## config.mk

```make
export PLATFORM = sky130hd
export DESIGN_NAME = motor_feedback_angle_unwrap
export DESIGN_NICKNAME = d
export VERILOG_FILES = /design/src/sv/mfau_pkg.sv /design/src/sv/motor_feedback_angle_unwrap.sv
export SDC_FILE = /design/constraint.sdc
export NUM_CORES = 1
export LEC_CHECK = 0
export ABC_AREA = 1
export ABC_CLOCK_PERIOD_IN_PS = 17500
export BUFFER_PORTS_ARGS = -buffer_cell sky130_fd_sc_hd__buf_2
export CORE_MARGIN = 3
export CORE_UTILIZATION = 60
export DETAILED_ROUTE_END_ITERATION = 12
export GPL_ROUTABILITY_DRIVEN = 0
export HOLD_SLACK_MARGIN = 0.02
export PLACE_DENSITY = 0.81
export SETUP_SLACK_MARGIN = 0.15
export SLEW_MARGIN = 0
export SYNTH_ARGS = -nofsm -noshare
export SYNTH_HDL_FRONTEND = slang
export SYNTH_SLANG_ARGS = --single-unit
```

## constraint.sdc

```tcl
create_clock -name clock -period 17.5 [get_ports clock]
set_clock_uncertainty 0.2 [all_clocks]
set_input_delay 3.5 -clock clock [delete_from_list [all_inputs] [get_ports clock]]
set_output_delay 3.5 -clock clock [all_outputs]
set_load 0.05 [all_outputs]
```

## src/sv/mfau_pkg.sv

```systemverilog
`timescale 1ns / 1ps
`default_nettype none

package mfau_pkg;

   localparam int IdW        = 11;
   localparam int AngleW     = 13;
   localparam int SpeedW     = 16;
   localparam int StepW      = 14;
   localparam int TotalW     = 32;
   localparam int MaskW      = 8;
   localparam int IndexW     = 3;
   localparam int ReqDataW   = 48;
   localparam int RspDataW   = 80;

   // one extra bit over the angle for the raw difference, one for the
   // difference shifted by a full turn
   localparam int CalcW         = AngleW + 2;
   localparam int CountsPerTurn = 8192;

   localparam logic [6:0]       IdPrefix  = 7'h20;
   localparam logic [MaskW-1:0] MaskReset = 8'hFF;

   typedef struct packed {
      logic [TotalW-1:0] angle_total;
      logic [StepW-1:0]  angle_step;
      logic [SpeedW-1:0] speed_now;
      logic [AngleW-1:0] angle_now;
      logic [IndexW-1:0] motor_index;
   } rsp_word_type;

endpackage

`default_nettype wire

```

## src/sv/motor_feedback_angle_unwrap.sv

```systemverilog
`timescale 1ns / 1ps
`default_nettype none

// Multi-turn angle unwrap for motor feedback frames. Each input word is one
// received CAN frame; standard frames with identifiers 0x201 up to
// 0x200+MOTOR_COUNT give one output word, all others are dropped silently.
// The block takes one frame per clock: a frame is held in the input register
// and its result is loaded into the output register, where the per-motor
// angle and sum registers are read and written in the same cycle, so
// consecutive frames for the same motor need no stall. Throughput drops only
// while the output word is held by rsp_tready. The user must write the enable
// mask through csr_we / csr_wdata only while no frame is in flight; the block
// leaves this check to the user. A cleared bit freezes that motor's sum and
// reports a zero step. Angle and sum registers are cleared by reset.
module motor_feedback_angle_unwrap
   import mfau_pkg::*;
#(
   parameter int MOTOR_COUNT = 8
) (
   input  wire                  clock,
   input  wire                  reset,

   input  wire                  csr_we,
   input  wire [MaskW-1:0]      csr_wdata,

   input  wire                  req_tvalid,
   output logic                 req_tready,
   // frame_id, angle_high_byte, angle_low_byte, speed_high_byte, speed_low_byte
   input  wire [ReqDataW-1:0]   req_tdata,
   // is_standard
   input  wire [0:0]            req_tuser,

   output logic                 rsp_tvalid,
   input  wire                  rsp_tready,
   // motor_index, angle_now, speed_now, angle_step, angle_total
   output logic [RspDataW-1:0]  rsp_tdata
);

   localparam int IdxW = (MOTOR_COUNT > 1) ? $clog2(MOTOR_COUNT) : 1;

   logic [MaskW-1:0]         mask_ff;
   logic [AngleW-1:0]        prev_angle_ff [MOTOR_COUNT];
   logic [TotalW-1:0]        total_ff      [MOTOR_COUNT];

   logic                     s1_valid_ff, s1_valid_in;
   logic [IdxW-1:0]          s1_idx_ff;
   logic [AngleW-1:0]        s1_angle_ff;
   logic [SpeedW-1:0]        s1_speed_ff;

   logic                     rsp_valid_ff, rsp_valid_in;
   rsp_word_type             rsp_word_ff, rsp_word_in;

   logic [IdW-1:0]           req_id;
   logic [3:0]               req_nib;
   logic [3:0]               req_idx;
   logic                     req_accept;
   logic                     req_keep;
   logic                     advance;

   logic [AngleW-1:0]        prev_angle;
   logic [TotalW-1:0]        total_old;
   logic                     motor_en;
   logic signed [CalcW-1:0]  d1, d2, step;
   logic [CalcW-1:0]         a1, a2;
   logic [TotalW-1:0]        total_new;

   assign req_id  = req_tdata[IdW-1:0];
   assign req_nib = req_id[3:0];
   assign req_idx = req_nib - 4'd1;
   assign req_keep = req_tuser[0] && (req_id[10:4] == IdPrefix) && (req_nib != 4'd0)
                     && (req_nib <= 4'(MOTOR_COUNT));

   assign advance    = s1_valid_ff && (!rsp_valid_ff || rsp_tready);
   assign req_tready = !s1_valid_ff || advance;
   assign req_accept = req_tvalid && req_tready;

   always_comb begin
      if (req_accept) begin
         s1_valid_in = req_keep;
      end else if (advance) begin
         s1_valid_in = 1'b0;
      end else begin
         s1_valid_in = s1_valid_ff;
      end
   end

   assign prev_angle = prev_angle_ff[s1_idx_ff];
   assign total_old  = total_ff[s1_idx_ff];
   assign motor_en   = mask_ff[IndexW'(s1_idx_ff)];

   always_comb begin
      d1 = signed'({2'b00, s1_angle_ff}) - signed'({2'b00, prev_angle});
      if (s1_angle_ff > prev_angle) begin
         d2 = d1 - CalcW'(CountsPerTurn);
      end else begin
         d2 = d1 + CalcW'(CountsPerTurn);
      end
      a1 = d1[CalcW-1] ? unsigned'(-d1) : unsigned'(d1);
      a2 = d2[CalcW-1] ? unsigned'(-d2) : unsigned'(d2);
      if (!motor_en) begin
         step = '0;
      end else if (a1 < a2) begin
         step = d1;
      end else begin
         step = d2;
      end
      total_new = total_old + {{(TotalW-CalcW){step[CalcW-1]}}, step};
   end

   always_comb begin
      rsp_word_in.motor_index = IndexW'(s1_idx_ff);
      rsp_word_in.angle_now   = s1_angle_ff;
      rsp_word_in.speed_now   = s1_speed_ff;
      rsp_word_in.angle_step  = step[StepW-1:0];
      rsp_word_in.angle_total = total_new;
   end

   always_comb begin
      if (advance) begin
         rsp_valid_in = 1'b1;
      end else if (rsp_tready) begin
         rsp_valid_in = 1'b0;
      end else begin
         rsp_valid_in = rsp_valid_ff;
      end
   end

   always_ff @(posedge clock) begin
      if (reset) begin
         mask_ff      <= MaskReset;
         s1_valid_ff  <= 1'b0;
         rsp_valid_ff <= 1'b0;
         for (int m = 0; m < MOTOR_COUNT; m++) begin
            prev_angle_ff[m] <= '0;
            total_ff[m]      <= '0;
         end
      end else begin
         s1_valid_ff  <= s1_valid_in;
         rsp_valid_ff <= rsp_valid_in;
         if (csr_we) begin
            mask_ff <= csr_wdata;
         end
         if (advance && motor_en) begin
            prev_angle_ff[s1_idx_ff] <= s1_angle_ff;
            total_ff[s1_idx_ff]      <= total_new;
         end
      end
   end

   always_ff @(posedge clock) begin
      if (req_accept) begin
         s1_idx_ff   <= req_idx[IdxW-1:0];
         s1_angle_ff <= {req_tdata[15:11], req_tdata[26:19]};
         s1_speed_ff <= {req_tdata[34:27], req_tdata[42:35]};
      end
      if (advance) begin
         rsp_word_ff <= rsp_word_in;
      end
   end

   assign rsp_tvalid = rsp_valid_ff;
   assign rsp_tdata  = {(RspDataW-$bits(rsp_word_type))'(0), rsp_word_ff};

endmodule

`default_nettype wire

```

==> metrics.csv, run 1 <==
metric,value,unit
ANT nets after route,0,
worst-margin pin slew,1.04,ns
H-tree Lvls,2,
Die Ht,202,µm
fraction of layout cells with a size suffix above 1,13.0,%
buffers added on ports,133,
Slew Limit Fails,0,
Area Growth Syn to Fin,11.3,%
WL final,58.2,mm
#FFs+latches synth,483,
top layer in use,met4,
crit-path max cell delay,0.88,ns
# clock sinks,483,
Syn. warnings,0,
"Hold Vio Cnt, Final",0,
grt total ovfl,0,
CORE AREA,37800,µm²
status,completed,
worst min-delay path category,flip-flop to flip-flop,
WP data required,17.59,ns
# rows,71,
unrepaired setup endpoints after global routing,false,
crit path capture type,flip-flop,
Via-to-Cell Ratio,5.94,
FF-to-FF setup slack,8.26,ns
"Top FF cell, synth",edfxtp_1,
CTS tree,done,
"Seq/Total Area, Yosys",62.5,%
"leading cell type in the layout, fill and taps excluded",nor2_1,
leading area contributor after synthesis,edfxtp_1,
slowest cell on the critical path,buf_4,
initial DRC count,2240,
Root Buffer,clkbuf_16,
via count,17430,
CTS Buf Count,48,
worst-path fanout max,93,
clk_lat worst skew,0.59,ns
critical path's most frequent cell,nand2_1,
synth unique cells,53,
overall power,0.00370,W
fin crit share,52.8,%
Metal-1 WL,22.3,mm
DR WL met3,6.87,mm
I/O pins,144,
DR DRC count,0,
max cap viols,0,
Final setup viols,0,
Die ar.,40700,µm²
Lkg Pwr,10.5,nW
DR WL/cell,19.8,µm
crit path kind,flip-flop to flip-flop,
initial antenna violation count,1,
PD cells,144,nW/µm²
pin count of the biggest net entering global routing,94,
worst relative slew slack,30.6,%
synthesized area per cell,10.0,µm²
cts hold-fix bufs,0,
ranking of synthesized cells by area,"edfxtp_1 (61%), nor2_1 (9.3%), nand2_1 (6.4%)",
final-stage net count,2498,
setup TNS,0,ns
Netlist Area Pre-Place,23000,µm²
first-pass GRT wire length,89.8,mm
post-CTS setup buffers,0,
asr flop ratio synth,0,%
number of global-route vias before repair,16981,
Worst-path clk slew,0.06,ns
Post-synth EDFFs,470,
Startpoint Class,flip-flop,
Synth Instances,2292,
# fillers,2747,
Period minus WS final,9.24,ns
Worst EP arrival,9.33,ns
Met2 Wirelength,27.3,mm
Max Clk Rate,0.108,GHz
Max Root-Sink Buffers,3,
Die W,202,µm
VDD IR-drop max,0.120,mV
post-cts resize count,0,
most frequent cells in the layout,"nor2_1 (568), edfxtp_1 (470), nand2_1 (384)",
top cell type's share of synthesized area,61.3,%
DR pass1 iterations,6,
GRT Total Usage,28.1,%
Initial Utilization,61.0,%
DP HPWL,33.0,mm
## path summary, 6_finish.rpt
| kind | from | end | cells after the start |
|---|---|---|---|
| setup / recovery | flip-flop | total_ff[1][20] | 37 |
| hold / removal | s1_speed_ff[9] | rsp_tdata[25] | 0 |
| setup reg to reg | flip-flop | total_ff[1][20] | 37 |
| hold reg to reg | s1_speed_ff[9] | rsp_tdata[25] | 0 |
## critical path: cells and delay by family (launching register included)
family,cells,cell delay [ns]
AOI/OAI and AO/OA,9,1.67
xor gates and xnor gates,3,0.96
adders and majority gates,3,1.13
buffers and inverters,3,1.79
DFF,1,0.58
and+or+nand+nor,19,2.42
## final cells by class
type	count	area [µm²]	area share, %
Tap cell	511	639	2.50
Sequential cell	483	14400	56.1
Inverter	152	579	2.26
Timing Repair Buffer	156	838	3.27
Antenna cell	1	2.50	0.00977
Multi-Input combinational cell	1543	7620	29.8
Clock buffer	65	1360	5.29
Clock inverter	22	198	0.772
## per-stage QoR
stage	instance area [µm²]	std cells	util, %	hold WS [ns]	setup WS (ns)
after CTS	25600	2932	67.8	0.219	8.58
after floorplan	23000	2294	-	0.200	9.84
after detailed placement	24100	2845	63.7	0.205	8.60
final	25600	2933	67.8	0.218	8.26
after global placement	24100	2845	63.7	0.200	8.89
after global routing	25600	2933	67.8	0.224	7.65
## layer usage
metal | GRT usage (%) | vias up
met5 | 0 | -
met4 | 10.1 | 0
met3 | 5.51 | 148
met2 | 45.0 | 1104
met1 | 38.7 | 8219
li1 | - | 7959
## cells by family after synthesis
group	synth area share, %
compound gates	7.53
flops	62.5
buf+inv	4.65
xor+xnor	1.82
fa+ha+maj	2.89
other cells	0.0326
simple gates	20.6
## synthesized netlist by cell type (3+ instances only)
| cell | count |
|---|---|
| and2_1 | 3 |
| o21ai_1 | 5 |
| nand4_1 | 15 |
| o21ai_0 | 162 |
| ha_1 | 50 |
| inv_2 | 4 |
| xor2_1 | 21 |
| o221ai_1 | 12 |
| nand3_1 | 97 |
| clkbuf_1 | 91 |
| nor3_1 | 5 |
| nand2_1 | 392 |
| inv_4 | 3 |
| xnor2_2 | 3 |
| edfxtp_1 | 470 |
| nor2_1 | 568 |
| o21bai_1 | 4 |
| xnor2_1 | 12 |
| a31o_2 | 3 |
| a31oi_1 | 16 |
| a32o_1 | 10 |
| nand2_4 | 8 |
| clkinv_1 | 4 |
| nand4_2 | 9 |
| a21oi_1 | 56 |
| dfxtp_1 | 13 |
| buf_6 | 3 |
| nand2_2 | 24 |
| inv_1 | 141 |
| o22ai_1 | 27 |
| xor2_2 | 5 |
| buf_1 | 5 |
| nor2_4 | 3 |
| nand3_2 | 5 |
| nor2_2 | 4 |
| buf_4 | 5 |
| buf_2 | 12 |
## report_power, final
group / internal (W) / switching (W) / total (W)
clock: 0.000586 / 0.000431 / 0.00102
combinational: 0.000359 / 0.000963 / 0.00132
sequential: 0.00134 / 0.0000188 / 0.00136
total: 0.00229 / 0.00141 / 0.00370
## flip-flops by register name (all words and copies together), names as in the netlist, named ones only
| register | flops |
|---|---|
| prev_angle_ff | 104 |
| rsp_tdata | 78 |
| mask_ff | 8 |
| s1_idx_ff | 3 |
| rsp_tvalid | 1 |
| s1_angle_ff | 13 |
| s1_speed_ff | 16 |
| total_ff | 256 |
| s1_valid_ff | 1 |
(Power assumes the default switching activity.)
==> inputs of run 2 (changes only) <==
--- a/config.mk
+++ b/config.mk
@@ -5,8 +5,8 @@
 export SDC_FILE = /design/constraint.sdc
 export NUM_CORES = 1
 export LEC_CHECK = 0
-export ABC_AREA = 1
-export ABC_CLOCK_PERIOD_IN_PS = 17500
+export ABC_AREA = 0
+export ABC_CLOCK_PERIOD_IN_PS = 9100
 export BUFFER_PORTS_ARGS = -buffer_cell sky130_fd_sc_hd__buf_2
 export CORE_MARGIN = 3
 export CORE_UTILIZATION = 60
==> constraint.sdc (replaced) <==
create_clock -name clock -period 9.1 [get_ports clock]
set_clock_uncertainty 0.2 [all_clocks]
set_input_delay 1.82 -clock clock [delete_from_list [all_inputs] [get_ports clock]]
set_output_delay 1.82 -clock clock [all_outputs]
set_load 0.05 [all_outputs]
==> metrics.csv, run 2 <==
metric,value,unit
DR WL/cell,23.4,µm
H-tree Lvls,2,
Final setup viols,0,
Die Ht,200,µm
cts hold-fix bufs,0,
VDD IR-drop max,0.170,mV
Startpoint Class,flip-flop,
number of global-route vias before repair,14174,
critical path's most frequent cell,ha_1,
unrepaired setup endpoints after global routing,false,
post-placement setup slack,0.282,ns
initial DRC count,1417,
worst min-delay path category,flip-flop to flip-flop,
first-pass GRT wire length,80.1,mm
pin count of the biggest net entering global routing,46,
fraction of layout cells with a size suffix above 1,22.9,%
Worst-path clk slew,0.06,ns
Period minus WS final,8.49,ns
most frequent cells in the layout,"edfxtp_1 (470), nor2_1 (304), buf_2 (133)",
synth unique cells,73,
GRT Total Usage,26.7,%
"Seq/Total Area, Yosys",63.9,%
Die ar.,39800,µm²
Max Root-Sink Buffers,3,
Die W,200,µm
CTS Buf Count,49,
max cap viols,0,
crit path capture type,flip-flop,
synthesized area per cell,14.3,µm²
"Hold Vio Cnt, Final",0,
Via-to-Cell Ratio,6.20,
asr flop ratio synth,0,%
Initial Utilization,61.1,%
slowest cell on the critical path,mux4_2,
I/O pins,144,
leading area contributor after synthesis,edfxtp_1,
ranking of synthesized cells by area,"edfxtp_1 (63%), mux4_2 (8.9%), nor2_1 (5.1%)",
DR pass1 iterations,5,
ant diodes,0,
Synth Instances,1576,
Top reg by flops,total_ff,
"Top FF cell, synth",edfxtp_1,
Max Clk Rate,0.118,GHz
WL final,52.0,mm
worst-margin pin slew,1.15,ns
status,completed,
Netlist Area Pre-Place,22500,µm²
fin crit share,93.3,%
max FFs per register,256,
PD cells,270,nW/µm²
Post-synth EDFFs,470,
final-stage net count,1828,
overall power,0.00685,W
ANT nets after route,0,
worst relative slew slack,23.1,%
DP HPWL,29.9,mm
crit path kind,flip-flop to flip-flop,
"Design Area, Final",25400,µm²
# clock sinks,483,
clk_lat worst skew,0.60,ns
grt total ovfl,0,
#FFs+latches synth,483,
most common cell in the synthesized netlist,edfxtp_1,
PnR worst setup slack,0.606,ns
initial antenna violation count,0,
DR DRC count,0,
top cell type's share of synthesized area,62.8,%
Slew Limit Fails,0,
Syn. warnings,0,
"leading cell type in the layout, fill and taps excluded",edfxtp_1,
worst-path fanout max,6,
placed cell area,23700,µm²
buffers added on ports,133,
Lkg Pwr,9.79,nW
WP data required,9.22,ns
CORE AREA,36800,µm²
# rows,70,
crit-path max cell delay,0.50,ns
Area Growth Syn to Fin,12.9,%
Root Buffer,clkbuf_16,
setup TNS,0,ns
CTS tree,done,
top post-synthesis cells by count,"edfxtp_1 (470), nor2_1 (304), and2_1 (112)",
Worst EP arrival,8.61,ns
via count,13746,
## run 2: cell types whose count changed after synthesis, sizes merged, moves of 92 or more
cell and change:
mux4 +92, o21ai -143, nor2 -271, nand2 -381, inv -95, and2 +110
## run 2: layout make-up
| cell class | count | area, µm² |
|---|---|---|
| multi-input cells | 963 | 7740 |
| inverters | 54 | 203 |
| repair buffers | 163 | 903 |
| flip-flops and latches | 483 | 14400 |
| fillers | 2482 | 11400 |
| clock inverters | 27 | 282 |
| well taps | 468 | 586 |
| clock buffers | 60 | 1290 |
## run 2: through the flow
stage / cells / hold slack (ns) / util [%]
6_report: 2218 / 0.214 / 69.0
5_1_grt: 2218 / 0.224 / 69.0
4_1_cts: 2211 / 0.216 / 68.6
3_5_place_dp: 2124 / 0.205 / 64.4
3_3_place_gp: 2124 / 0.200 / 64.4
2_1_floorplan: 1578 / 0.200 / -
## run 2: timing repair
item,CTS,global route
gates resized for setup,0,9
setup endpoints to repair,0,98
setup buffers,0,6
## run 2: metal layers
metal	wire (µm)	up-vias	GRT usage, %
met5	0	-	0
met4	1590	0	9.10
met3	4820	110	5.34
met2	25400	743	43.7
met1	20100	6837	36.4
li1	-	6056	-
## run 2: logic make-up (layout without fill, tap and decap cells)
logic type,Yosys count,in the layout,share of synthesized area (%)
buffers and inverters,133,304,2.38
other,2,4,0.0334
multiplexers,144,144,11.9
XOR/XNOR,68,69,2.85
flip-flops,483,483,63.9
adder cells (fa/ha/maj),52,52,2.96
AND/OR/NAND/NOR,552,552,11.5
AO/OA/AOI/OAI,142,142,4.47
## run 2: final timing paths
| check | start | cells past startpoint | slack [ns] | end |
|---|---|---|---|---|
| max | flip-flop | 33 | 0.61 | total_ff[6][31] |
| min | s1_speed_ff[2] | 0 | 0.21 | rsp_tdata[18] |
| max reg2reg | flip-flop | 33 | 0.61 | total_ff[6][31] |
| min reg2reg | s1_speed_ff[2] | 0 | 0.21 | rsp_tdata[18] |
## run 2: where the power goes
part / total [W] / internal [W] / leakage (nW) / switching, W
combinational: 0.00225 / 0.000771 / 4.16 / 0.00148
clock: 0.00198 / 0.00112 / 0.774 / 0.000852
sequential: 0.00262 / 0.00258 / 4.85 / 0.0000425
total: 0.00685 / 0.00447 / 9.79 / 0.00238
## run 2: worst max-delay path, delay by kind of cell (launching register included)
kind                     cells  cell delay [ns]
flip-flops                   1             0.40
adder cells (fa/ha/maj)      5             1.57
multiplexers                 2             0.79
AO/OA/AOI/OAI                5             1.21
AND/OR/NAND/NOR             14             2.81
XOR/XNOR                     3             0.69
buffers and inverters        4             0.53
